--- src/design/scc_pkg.sv ---
package scc_pkg;

  // Field widths of the two channels.
  localparam int OPC_W    = 2;
  localparam int SECS_W   = 32;
  localparam int YEAR_W   = 12;
  localparam int MONTH_W  = 4;
  localparam int DAY_W    = 5;
  localparam int HOUR_W   = 5;
  localparam int MINUTE_W = 6;
  localparam int SECOND_W = 6;
  localparam int WDAY_W   = 3;

  // Operation codes; the spare code behaves as a read.
  localparam logic [OPC_W-1:0] OPC_TICK = 2'd0;
  localparam logic [OPC_W-1:0] OPC_SET  = 2'd1;
  localparam logic [OPC_W-1:0] OPC_READ = 2'd2;

  // Calendar constants.
  localparam logic [YEAR_W-1:0] EPOCH_YEAR_C       = 12'd1970;
  localparam logic [YEAR_W-1:0] NO_LEAP_CENTURY_C  = 12'd2100;
  localparam logic [8:0]        YEAR_LEN_C         = 9'd365;
  localparam logic [8:0]        LEAP_YEAR_LEN_C    = 9'd366;
  localparam logic [16:0]       SECS_PER_DAY_C     = 17'd86400;
  localparam logic [16:0]       SECS_PER_HOUR_C    = 17'd3600;
  localparam logic [16:0]       SECS_PER_MIN_C     = 17'd60;
  localparam logic [16:0]       DAYS_PER_WEEK_C    = 17'd7;
  localparam logic [2:0]        EPOCH_WEEKDAY_C    = 3'd4;
  localparam logic [MONTH_W-1:0] LAST_MONTH_IDX_C  = 4'd11;

  // Reciprocals for the divisions by constants. The dividend is first shifted
  // right by the power of two in the divisor; the quotient is the top of the
  // product. Each is rounded up and exact over the dividends that occur.
  localparam logic [25:0] DAY_RECIP_C  = 26'd50903317;  // 2^35 / 675
  localparam logic [13:0] HOUR_RECIP_C = 14'd9321;      // 2^21 / 225
  localparam logic [10:0] MIN_RECIP_C  = 11'd1093;      // 2^14 / 15
  localparam logic [16:0] WEEK_RECIP_C = 17'd74899;     // 2^19 / 7

  // Write side of the queue.
  typedef struct packed {
    logic              valid;
    logic [SECS_W-1:0] secs;
  } push_t;

  // Status of the queue.
  typedef struct packed {
    logic full;
    logic empty;
  } fifo_stat_t;

  // Leap rule over the years the counter can reach (1970 to 2106): the only
  // centuries in range are 2000, a leap year, and 2100, which is not.
  function automatic logic is_leap(input logic [YEAR_W-1:0] y);
    return (y[1:0] == 2'b00) && (y != NO_LEAP_CENTURY_C);
  endfunction

  // Days in a month, month index counted from zero.
  function automatic logic [DAY_W-1:0] month_len(input logic leap,
                                                 input logic [MONTH_W-1:0] m);
    logic [DAY_W-1:0] len;
    case (m)
      4'd1:                      len = leap ? 5'd29 : 5'd28;
      4'd3, 4'd5, 4'd8, 4'd10:   len = 5'd30;
      default:                   len = 5'd31;
    endcase
    return len;
  endfunction

endpackage

--- src/design/scc_if.sv ---
interface scc_in_if;
  import scc_pkg::*;

  logic                valid;
  logic                ready;
  logic [OPC_W-1:0]    opcode;
  logic [SECS_W-1:0]   new_time;

  modport source (output valid, output opcode, output new_time, input ready);
  modport sink   (input valid, input opcode, input new_time, output ready);
endinterface

interface scc_out_if;
  import scc_pkg::*;

  logic                valid;
  logic                ready;
  logic [SECS_W-1:0]   seconds_now;
  logic [YEAR_W-1:0]   year;
  logic [MONTH_W-1:0]  month;
  logic [DAY_W-1:0]    day_of_month;
  logic [HOUR_W-1:0]   hour;
  logic [MINUTE_W-1:0] minute;
  logic [SECOND_W-1:0] second;
  logic [WDAY_W-1:0]   weekday;

  modport source (output valid, output seconds_now, output year, output month,
                  output day_of_month, output hour, output minute, output second,
                  output weekday, input ready);
  modport sink   (input valid, input seconds_now, input year, input month,
                  input day_of_month, input hour, input minute, input second,
                  input weekday, output ready);
endinterface

--- src/design/scc_front.sv ---
module scc_front (
  input  logic                clk,
  input  logic                rst_n,
  scc_in_if.sink              in_ch,
  input  scc_pkg::fifo_stat_t stat,
  output scc_pkg::push_t      push
);
  import scc_pkg::*;

  logic [SECS_W-1:0] count_r;
  logic [SECS_W-1:0] count_nxt;
  logic              accept;

  // An item is taken whenever the queue has room.
  assign in_ch.ready = !stat.full;
  assign accept      = in_ch.valid && in_ch.ready;

  // Apply the operation to the counter; the result goes to the queue.
  always_comb begin
    count_nxt = count_r;
    if (accept) begin
      case (in_ch.opcode)
        OPC_TICK: count_nxt = count_r + 32'd1;
        OPC_SET:  count_nxt = in_ch.new_time;
        default:  count_nxt = count_r;
      endcase
    end
  end

  assign push.valid = accept;
  assign push.secs  = count_nxt;

  always_ff @(posedge clk) begin
    if (!rst_n) begin
      count_r <= '0;
    end else begin
      count_r <= count_nxt;
    end
  end

endmodule

--- src/design/scc_queue.sv ---
module scc_queue (
  input  logic                        clk,
  input  logic                        rst_n,
  input  scc_pkg::push_t              push,
  input  logic                        pop,
  output scc_pkg::fifo_stat_t         stat,
  output logic [scc_pkg::SECS_W-1:0]  rd_data
);
  import scc_pkg::*;

  logic [SECS_W-1:0] mem_r [2];
  logic              wr_ptr_r;
  logic              rd_ptr_r;
  logic [1:0]        cnt_r;
  logic              do_push;
  logic              do_pop;

  assign stat.full  = (cnt_r == 2'd2);
  assign stat.empty = (cnt_r == 2'd0);
  assign do_push    = push.valid && !stat.full;
  assign do_pop     = pop && !stat.empty;
  assign rd_data    = mem_r[rd_ptr_r];

  // Two-entry queue of counter values.
  always_ff @(posedge clk) begin
    if (do_push) begin
      mem_r[wr_ptr_r] <= push.secs;
    end
  end

  always_ff @(posedge clk) begin
    if (!rst_n) begin
      wr_ptr_r <= 1'b0;
      rd_ptr_r <= 1'b0;
      cnt_r    <= 2'd0;
    end else begin
      if (do_push) begin
        wr_ptr_r <= !wr_ptr_r;
      end
      if (do_pop) begin
        rd_ptr_r <= !rd_ptr_r;
      end
      case ({do_push, do_pop})
        2'b10:   cnt_r <= cnt_r + 2'd1;
        2'b01:   cnt_r <= cnt_r - 2'd1;
        default: cnt_r <= cnt_r;
      endcase
    end
  end

endmodule

--- src/design/scc_back.sv ---
module scc_back (
  input  logic                        clk,
  input  logic                        rst_n,
  input  scc_pkg::fifo_stat_t         stat,
  input  logic [scc_pkg::SECS_W-1:0]  rd_data,
  output logic                        pop,
  scc_out_if.source                   out_ch
);
  import scc_pkg::*;

  typedef enum logic [9:0] {
    ST_IDLE  = 10'b00_0000_0001,
    ST_DDAY  = 10'b00_0000_0010,
    ST_RDAY  = 10'b00_0000_0100,
    ST_DHOUR = 10'b00_0000_1000,
    ST_RHOUR = 10'b00_0001_0000,
    ST_DMIN  = 10'b00_0010_0000,
    ST_RMIN  = 10'b00_0100_0000,
    ST_YEAR  = 10'b00_1000_0000,
    ST_MONTH = 10'b01_0000_0000,
    ST_DONE  = 10'b10_0000_0000
  } state_t;

  state_t              state_r, state_nxt;
  logic [SECS_W-1:0]   secs_r, secs_nxt;
  logic [15:0]         days_r, days_nxt;
  logic [16:0]         daysec_r, daysec_nxt;
  logic [11:0]         hrem_r, hrem_nxt;
  logic [12:0]         wq_r, wq_nxt;
  logic [HOUR_W-1:0]   hour_r, hour_nxt;
  logic [MINUTE_W-1:0] min_r, min_nxt;
  logic [SECOND_W-1:0] sec_r, sec_nxt;
  logic [WDAY_W-1:0]   wday_r, wday_nxt;
  logic [YEAR_W-1:0]   year_r, year_nxt;
  logic [MONTH_W-1:0]  mon_r, mon_nxt;
  logic                out_valid_r, out_valid_nxt;
  logic                load_out;

  logic [50:0]         day_prod;
  logic [SECS_W-1:0]   day_base;
  logic [SECS_W-1:0]   day_diff;
  logic [16:0]         days_wk;
  logic [31:0]         wk_prod;
  logic [16:0]         wk_base;
  logic [16:0]         wk_diff;
  logic [25:0]         hr_prod;
  logic [16:0]         hr_base;
  logic [16:0]         hr_diff;
  logic [19:0]         mn_prod;
  logic [16:0]         mn_base;
  logic [16:0]         mn_diff;
  logic                leap;
  logic [8:0]          ylen;
  logic [DAY_W-1:0]    mlen;

  // Day number and seconds into the day: 86400 is 128 times 675.
  assign day_prod = {26'd0, secs_r[SECS_W-1:7]} * {25'd0, DAY_RECIP_C};
  assign day_base = {16'd0, days_r} * {15'd0, SECS_PER_DAY_C};
  assign day_diff = secs_r - day_base;

  // Weekday from the day number, counted from a Thursday.
  assign days_wk = {1'b0, days_r} + {14'd0, EPOCH_WEEKDAY_C};
  assign wk_prod = {15'd0, days_wk} * {15'd0, WEEK_RECIP_C};
  assign wk_base = {4'd0, wq_r} * DAYS_PER_WEEK_C;
  assign wk_diff = days_wk - wk_base;

  // Hour and seconds into the hour: 3600 is 16 times 225.
  assign hr_prod = {13'd0, daysec_r[16:4]} * {12'd0, HOUR_RECIP_C};
  assign hr_base = {12'd0, hour_r} * SECS_PER_HOUR_C;
  assign hr_diff = daysec_r - hr_base;

  // Minute and second: 60 is 4 times 15.
  assign mn_prod = {10'd0, hrem_r[11:2]} * {9'd0, MIN_RECIP_C};
  assign mn_base = {11'd0, min_r} * SECS_PER_MIN_C;
  assign mn_diff = {5'd0, hrem_r} - mn_base;

  // Year and month walk helpers.
  assign leap = is_leap(year_r);
  assign ylen = leap ? LEAP_YEAR_LEN_C : YEAR_LEN_C;
  assign mlen = month_len(leap, mon_r);

  assign pop = (state_r == ST_IDLE) && !stat.empty;

  // Sequencer: each quotient followed by its remainder, then the walks.
  always_comb begin
    state_nxt  = state_r;
    secs_nxt   = secs_r;
    days_nxt   = days_r;
    daysec_nxt = daysec_r;
    hrem_nxt   = hrem_r;
    wq_nxt     = wq_r;
    hour_nxt   = hour_r;
    min_nxt    = min_r;
    sec_nxt    = sec_r;
    wday_nxt   = wday_r;
    year_nxt   = year_r;
    mon_nxt    = mon_r;
    load_out   = 1'b0;

    unique case (state_r)
      ST_IDLE: begin
        if (!stat.empty) begin
          secs_nxt  = rd_data;
          state_nxt = ST_DDAY;
        end
      end
      ST_DDAY: begin
        days_nxt  = day_prod[50:35];
        state_nxt = ST_RDAY;
      end
      ST_RDAY: begin
        daysec_nxt = day_diff[16:0];
        wq_nxt     = wk_prod[31:19];
        state_nxt  = ST_DHOUR;
      end
      ST_DHOUR: begin
        hour_nxt  = hr_prod[25:21];
        wday_nxt  = wk_diff[WDAY_W-1:0];
        state_nxt = ST_RHOUR;
      end
      ST_RHOUR: begin
        hrem_nxt  = hr_diff[11:0];
        state_nxt = ST_DMIN;
      end
      ST_DMIN: begin
        min_nxt   = mn_prod[19:14];
        state_nxt = ST_RMIN;
      end
      ST_RMIN: begin
        sec_nxt   = mn_diff[SECOND_W-1:0];
        year_nxt  = EPOCH_YEAR_C;
        state_nxt = ST_YEAR;
      end
      ST_YEAR: begin
        // One year per cycle until the day count falls inside the year.
        if (days_r < {7'd0, ylen}) begin
          mon_nxt   = '0;
          state_nxt = ST_MONTH;
        end else begin
          days_nxt = days_r - {7'd0, ylen};
          year_nxt = year_r + 12'd1;
        end
      end
      ST_MONTH: begin
        if ((mon_r < LAST_MONTH_IDX_C) && (days_r >= {11'd0, mlen})) begin
          days_nxt = days_r - {11'd0, mlen};
          mon_nxt  = mon_r + 4'd1;
        end else begin
          state_nxt = ST_DONE;
        end
      end
      ST_DONE: begin
        // Hand the result over once the output register is free.
        if (!out_valid_r || out_ch.ready) begin
          load_out  = 1'b1;
          state_nxt = ST_IDLE;
        end
      end
      default: state_nxt = ST_IDLE;
    endcase
  end

  always_comb begin
    out_valid_nxt = out_valid_r;
    if (load_out) begin
      out_valid_nxt = 1'b1;
    end else if (out_ch.ready) begin
      out_valid_nxt = 1'b0;
    end
  end

  // Control state.
  always_ff @(posedge clk) begin
    if (!rst_n) begin
      state_r     <= ST_IDLE;
      out_valid_r <= 1'b0;
    end else begin
      state_r     <= state_nxt;
      out_valid_r <= out_valid_nxt;
    end
  end

  // Working registers of the conversion.
  always_ff @(posedge clk) begin
    secs_r   <= secs_nxt;
    days_r   <= days_nxt;
    daysec_r <= daysec_nxt;
    hrem_r   <= hrem_nxt;
    wq_r     <= wq_nxt;
    hour_r   <= hour_nxt;
    min_r    <= min_nxt;
    sec_r    <= sec_nxt;
    wday_r   <= wday_nxt;
    year_r   <= year_nxt;
    mon_r    <= mon_nxt;
  end

  // Output register.
  always_ff @(posedge clk) begin
    if (load_out) begin
      out_ch.seconds_now  <= secs_r;
      out_ch.year         <= year_r;
      out_ch.month        <= mon_r + 4'd1;
      out_ch.day_of_month <= days_r[DAY_W-1:0] + 5'd1;
      out_ch.hour         <= hour_r;
      out_ch.minute       <= min_r;
      out_ch.second       <= sec_r;
      out_ch.weekday      <= wday_r;
    end
  end

  assign out_ch.valid = out_valid_r;

endmodule

--- src/design/seconds_counter_calendar_unit.sv ---
// Channel   Direction  Carries
// in_ch     sink       opcode, new_time
// out_ch    source     seconds_now, year, month, day_of_month, hour, minute,
//                      second, weekday
//
// The counter is updated in the cycle an item is accepted; its new value
// waits in a two-entry queue for the converter.
// Conversion takes the value, runs six steps of division by constants
// through reciprocal multiplication, walks the years since 1970 one by one,
// then the months, and loads the output.
// Reset (rst_n low, synchronous) clears the counter to zero and empties the
// queue and the output register.
// The input stalls only when the queue is full; a stalled output holds the
// converter once it has finished the next value.

module seconds_counter_calendar_unit (
  input  logic       clk,
  input  logic       rst_n,
  scc_in_if.sink     in_ch,
  scc_out_if.source  out_ch
);
  import scc_pkg::*;

  push_t             push;
  fifo_stat_t        stat;
  logic              pop;
  logic [SECS_W-1:0] rd_data;

  scc_front u_front (
    .clk   (clk),
    .rst_n (rst_n),
    .in_ch (in_ch),
    .stat  (stat),
    .push  (push)
  );

  scc_queue u_queue (
    .clk     (clk),
    .rst_n   (rst_n),
    .push    (push),
    .pop     (pop),
    .stat    (stat),
    .rd_data (rd_data)
  );

  scc_back u_back (
    .clk     (clk),
    .rst_n   (rst_n),
    .stat    (stat),
    .rd_data (rd_data),
    .pop     (pop),
    .out_ch  (out_ch)
  );

endmodule
--- src/flat_wrapper.sv ---
// flat-port wrapper written by rule: the top's interface ports become plain ports
module seconds_counter_calendar_unit_flat import scc_pkg::*;
  (clk, rst_n, in_ch_valid, in_ch_opcode, in_ch_new_time, in_ch_ready, out_ch_valid, out_ch_seconds_now, out_ch_year, out_ch_month, out_ch_day_of_month, out_ch_hour, out_ch_minute, out_ch_second, out_ch_weekday, out_ch_ready);
  scc_in_if in_ch_i ();
  scc_out_if out_ch_i ();
  input  logic clk;
  input  logic rst_n;
  input wire logic [$bits(in_ch_i.valid)-1:0] in_ch_valid;
  input wire logic [$bits(in_ch_i.opcode)-1:0] in_ch_opcode;
  input wire logic [$bits(in_ch_i.new_time)-1:0] in_ch_new_time;
  output wire logic [$bits(in_ch_i.ready)-1:0] in_ch_ready;
  output wire logic [$bits(out_ch_i.valid)-1:0] out_ch_valid;
  output wire logic [$bits(out_ch_i.seconds_now)-1:0] out_ch_seconds_now;
  output wire logic [$bits(out_ch_i.year)-1:0] out_ch_year;
  output wire logic [$bits(out_ch_i.month)-1:0] out_ch_month;
  output wire logic [$bits(out_ch_i.day_of_month)-1:0] out_ch_day_of_month;
  output wire logic [$bits(out_ch_i.hour)-1:0] out_ch_hour;
  output wire logic [$bits(out_ch_i.minute)-1:0] out_ch_minute;
  output wire logic [$bits(out_ch_i.second)-1:0] out_ch_second;
  output wire logic [$bits(out_ch_i.weekday)-1:0] out_ch_weekday;
  input wire logic [$bits(out_ch_i.ready)-1:0] out_ch_ready;
  assign in_ch_i.valid = in_ch_valid;
  assign in_ch_i.opcode = in_ch_opcode;
  assign in_ch_i.new_time = in_ch_new_time;
  assign in_ch_ready = in_ch_i.ready;
  assign out_ch_valid = out_ch_i.valid;
  assign out_ch_seconds_now = out_ch_i.seconds_now;
  assign out_ch_year = out_ch_i.year;
  assign out_ch_month = out_ch_i.month;
  assign out_ch_day_of_month = out_ch_i.day_of_month;
  assign out_ch_hour = out_ch_i.hour;
  assign out_ch_minute = out_ch_i.minute;
  assign out_ch_second = out_ch_i.second;
  assign out_ch_weekday = out_ch_i.weekday;
  assign out_ch_i.ready = out_ch_ready;
  seconds_counter_calendar_unit u_core (.clk(clk), .rst_n(rst_n), .in_ch(in_ch_i), .out_ch(out_ch_i));
endmodule
--- config.mk ---
export PLATFORM = sky130hd
export DESIGN_NAME = seconds_counter_calendar_unit_flat
export DESIGN_NICKNAME = d
export VERILOG_FILES = /design/src/design/scc_pkg.sv /design/src/design/scc_if.sv /design/src/design/scc_front.sv /design/src/design/scc_queue.sv /design/src/design/scc_back.sv /design/src/design/seconds_counter_calendar_unit.sv /design/src/flat_wrapper.sv
export SDC_FILE = /design/constraint.sdc
export NUM_CORES = 1
export LEC_CHECK = 0
export ABC_AREA = 1
export BUFFER_PORTS_ARGS = -buffer_cell sky130_fd_sc_hd__buf_4
export CAP_MARGIN = 20
export CORE_MARGIN = 2
export CORE_UTILIZATION = 30
export DETAILED_ROUTE_END_ITERATION = 6
export GPL_ROUTABILITY_DRIVEN = 0
export GPL_TIMING_DRIVEN = 0
export PLACE_DENSITY = 0.49
export SLEW_MARGIN = 20
export SYNTH_ARGS = -nofsm -noshare
export SYNTH_HDL_FRONTEND = slang
export SYNTH_HIERARCHICAL = 1
export SYNTH_SLANG_ARGS = --single-unit
--- constraint.sdc ---
create_clock -name clk -period 7.35 [get_ports clk]
set_clock_uncertainty 0.05 [all_clocks]
set_input_delay 1.47 -clock clk [delete_from_list [all_inputs] [get_ports clk]]
set_output_delay 1.47 -clock clk [all_outputs]
set_load 0.1 [all_outputs]
==> results.yml <==
run_status:
  status: "completed"
floorplanning:
  die_w_um: 338
  core_region_area_um2: 111000
  fp.dieH_um: 338
  io_pins: 113
  die_area_um2: 114000
  initial_core_util_pct: 30.3
  rows: 122
clock_tree:
  cts_tree: "built"
  clkSinkCount: 301
  cts_buffers: 40
  clk_pin_slew_ns: 0.05
  cts_buffer_depth: 3
  cts_resized: 0
  ctsHoldBuffers: 0
  clock_latency_ns: 0.58
  htreeDepth: 2
  post_cts_buffers: 0
  root_buffer: "clkbuf_16"
synth:
  synth.avg_cell_area_um2: 8.62
  ys_types: 64
  syn_area_um2: 33500
  synthCells: 3887
  ys_seq_elements: 301
  ys.warnings.count: 6
  synthArstFlopShare_pct: 0
  synth_ff_type: "edfxtp_1"
  ys_seq_area_share_pct: 25.5
  synth_edf_count: 253
  syn_nets: 4750
route:
  viasPerCell: 4.43
  drc: 0
  ant_nets: 0
  wl_um: 87200
  drtPass1Iterations: 5
  vias: 24700
  drt_iter0_markers: 1204
  wire_per_inst_um: 15.6
critical_path:
  crit_path_end_kind: "flop"
  reg2reg_depth: 20
  critPathMaxFanout: 10
  startpoint_type: "flop"
  critPathMaxStageDelay_ns: 1.03
  crit_arrival_ns: 6.99
  cp-startpoint: "u_core/u_back/secs_r[15]$_DFFE_PP_"
  cpMaxStageDelayCell: "edfxtp_1"
  worstReg2RegStart: "u_core/u_back/secs_r[15]$_DFFE_PP_"
  crit_type: "flop to flop"
  crit_chain: "inv_1, fa_1, fa_1, inv_1, fa_1, inv_1, fa_1, fa_1, fa_1, inv_1, ha_1, nand2_1, nor2_1, inv_1, nor3_1, nand4_1, nand3_1, nand2_1, nand3_1, nand2_1"
  crit_top_cell: "fa_1"
  cp.required_ns: 7.63
global_routing:
  grt_pass1_vias: 25300
  grt.total_usage_pct: 15.5
  overflow: 0
  antenna_found_initial: 2
  grt_pass1_wl_um: 140000
  grt_max_degree: 30
placement:
  dpl.cell_count: 5498
  placement.io_buffers: 111
  placed_area_um2: 36400
  dp_hpwl_um: 73000
final_layout:
  finalNonFillerCells: 5572
  final_cell_area_um2: 37700
  antenna_cells: 0
  drive_above_1_share_pct: 8.84
  num-fill-cells: 11700
  syn2layout_area_growth_pct: 12.6
  nNetsFinal: 4915
sta:
  rsz0062_at_grt: "no"
  period_share_pct: 91.3
  post-route-min-period_ns: 6.71
  slew_headroom_pct: 26.0
  max_freq_mhz: 149
  slew_violations: 0
  whs_ns: 0.360
  tightest_slew_ns: 1.11
  finalHoldViolations: 0
  setup_viol_count_final: 0
worst_hold_path:
  whs_path_depth: 0
  min_from: "u_core/u_back/daysec_r[3]$_DFFE_PP_"
  hp-class: "flop to flop"
flow_run:
  maxCapViolCount: 0
## per-layer routing
metal | GRT usage, % | vias up | wire length (µm)
li1 | - | 12500 | -
met3 | 1.91 | 107 | 3370
met4 | 4.17 | 0 | 2200
met2 | 26.2 | 404 | 40100
met1 | 20.9 | 11600 | 41500
met5 | 0 | - | 0
## cells in the mapped netlist, types with 26 or more instances
library cell,count,area [µm²]
inv_1,951,3570
nand2_1,829,3110
ha_1,552,6910
fa_1,273,5470
edfxtp_1,253,7600
nor2_1,230,863
nand3_1,168,841
a21oi_1,126,631
o21ai_0,57,285
dfxtp_1,48,961
xor2_1,43,377
nand4_1,38,238
mux2_4,30,450
xnor2_1,28,245
nor3_1,26,130
## cell type report
cell class                      instances  area [µm²]  area share [%]
Clock buffer                           55        1100            2.91
Sequential cell                       301        8560            22.7
Timing Repair Buffer                  123        1010            2.67
Buffer                                 30         280           0.743
Inverter                              968        3640            9.64
Multi-Input combinational cell       2588       21100            55.9
Clock inverter                         19         205           0.544
Tap cell                             1488        1860            4.93
## cells by family after synthesis
logic type | synth area share, %
buffers and inverters | 11.7
adder cells (fa/ha/maj) | 36.9
XOR/XNOR | 1.90
flip-flops | 25.5
multiplexers | 1.44
AO/OA/AOI/OAI | 4.54
AND/OR/NAND/NOR | 18.0
## placed cells by master, fill, tap and decap left out, drive strengths merged, types with 4 or more instances in the layout
master and count:
a211oi 7, a21o 10, a21oi 137, a22oi 4
and2 4, buf 147, clkbuf 61, clkinv 11
clkinvlp 4, dfxtp 48, edfxtp 253, fa 273
ha 552, inv 969, mux2 33, nand2 855
nand3 173, nand3b 4, nand4 38, nor2 264
nor3 29, nor3b 5, nor4 9, o21a 4
o21ai 69, o21bai 7, o22ai 6, o31ai 4
or2 10, xnor2 28, xor2 44
## per-stage QoR
stage / util [%] / worst slack, ns / setup TNS [ns]
global route: 34.1 / 0.214 / 0
global placement: 32.7 / -1.00 / -72.30
finish: 34.1 / 0.636 / 0
detailed placement: 32.9 / 0.560 / 0
floorplan: - / 1.62 / 0
CTS: 34.1 / 0.552 / 0
## sequential cells by signal, summed over array words and instances (netlist names), 4 cells and up, named ones only
name and count:
u_core/u_back/out_ch.day_of_month 5, u_core/u_back/days_r 16, u_core/u_back/sec_r 6, u_core/u_back/out_ch.month 4
u_core/u_back/out_ch.year 12, u_core/u_queue/mem_r 64, u_core/u_back/out_ch.minute 6, u_core/u_back/state_r 10
u_core/u_front/count_r 32, u_core/u_back/year_r 12, u_core/u_back/out_ch.hour 5, u_core/u_back/secs_r 32
u_core/u_back/out_ch.second 6, u_core/u_back/hrem_r 12, u_core/u_back/daysec_r 17, u_core/u_back/out_ch.seconds_now 32
u_core/u_back/min_r 6, u_core/u_back/mon_r 4, u_core/u_back/hour_r 5
## worst max-delay path, delay by kind of cell (launching register included)
family                     cells  cell delay [ns]
and+or+nand+nor                8             1.16
adders and majority gates      7             3.55
buffers and inverters          5             0.69
DFF                            1             1.03
## final timing paths
path / slack (ns) / end
setup / recovery: 0.64 / u_core/u_back/days_r[3]$_DFFE_PP_
hold / removal: 0.36 / u_core/u_back/hrem_r[3]$_DFFE_PP_
setup reg to reg: 0.64 / u_core/u_back/days_r[3]$_DFFE_PP_
hold reg to reg: 0.36 / u_core/u_back/hrem_r[3]$_DFFE_PP_
Power is not shown: default switching activity piles up to over one toggle a cycle in this logic, so the estimate is an artifact.
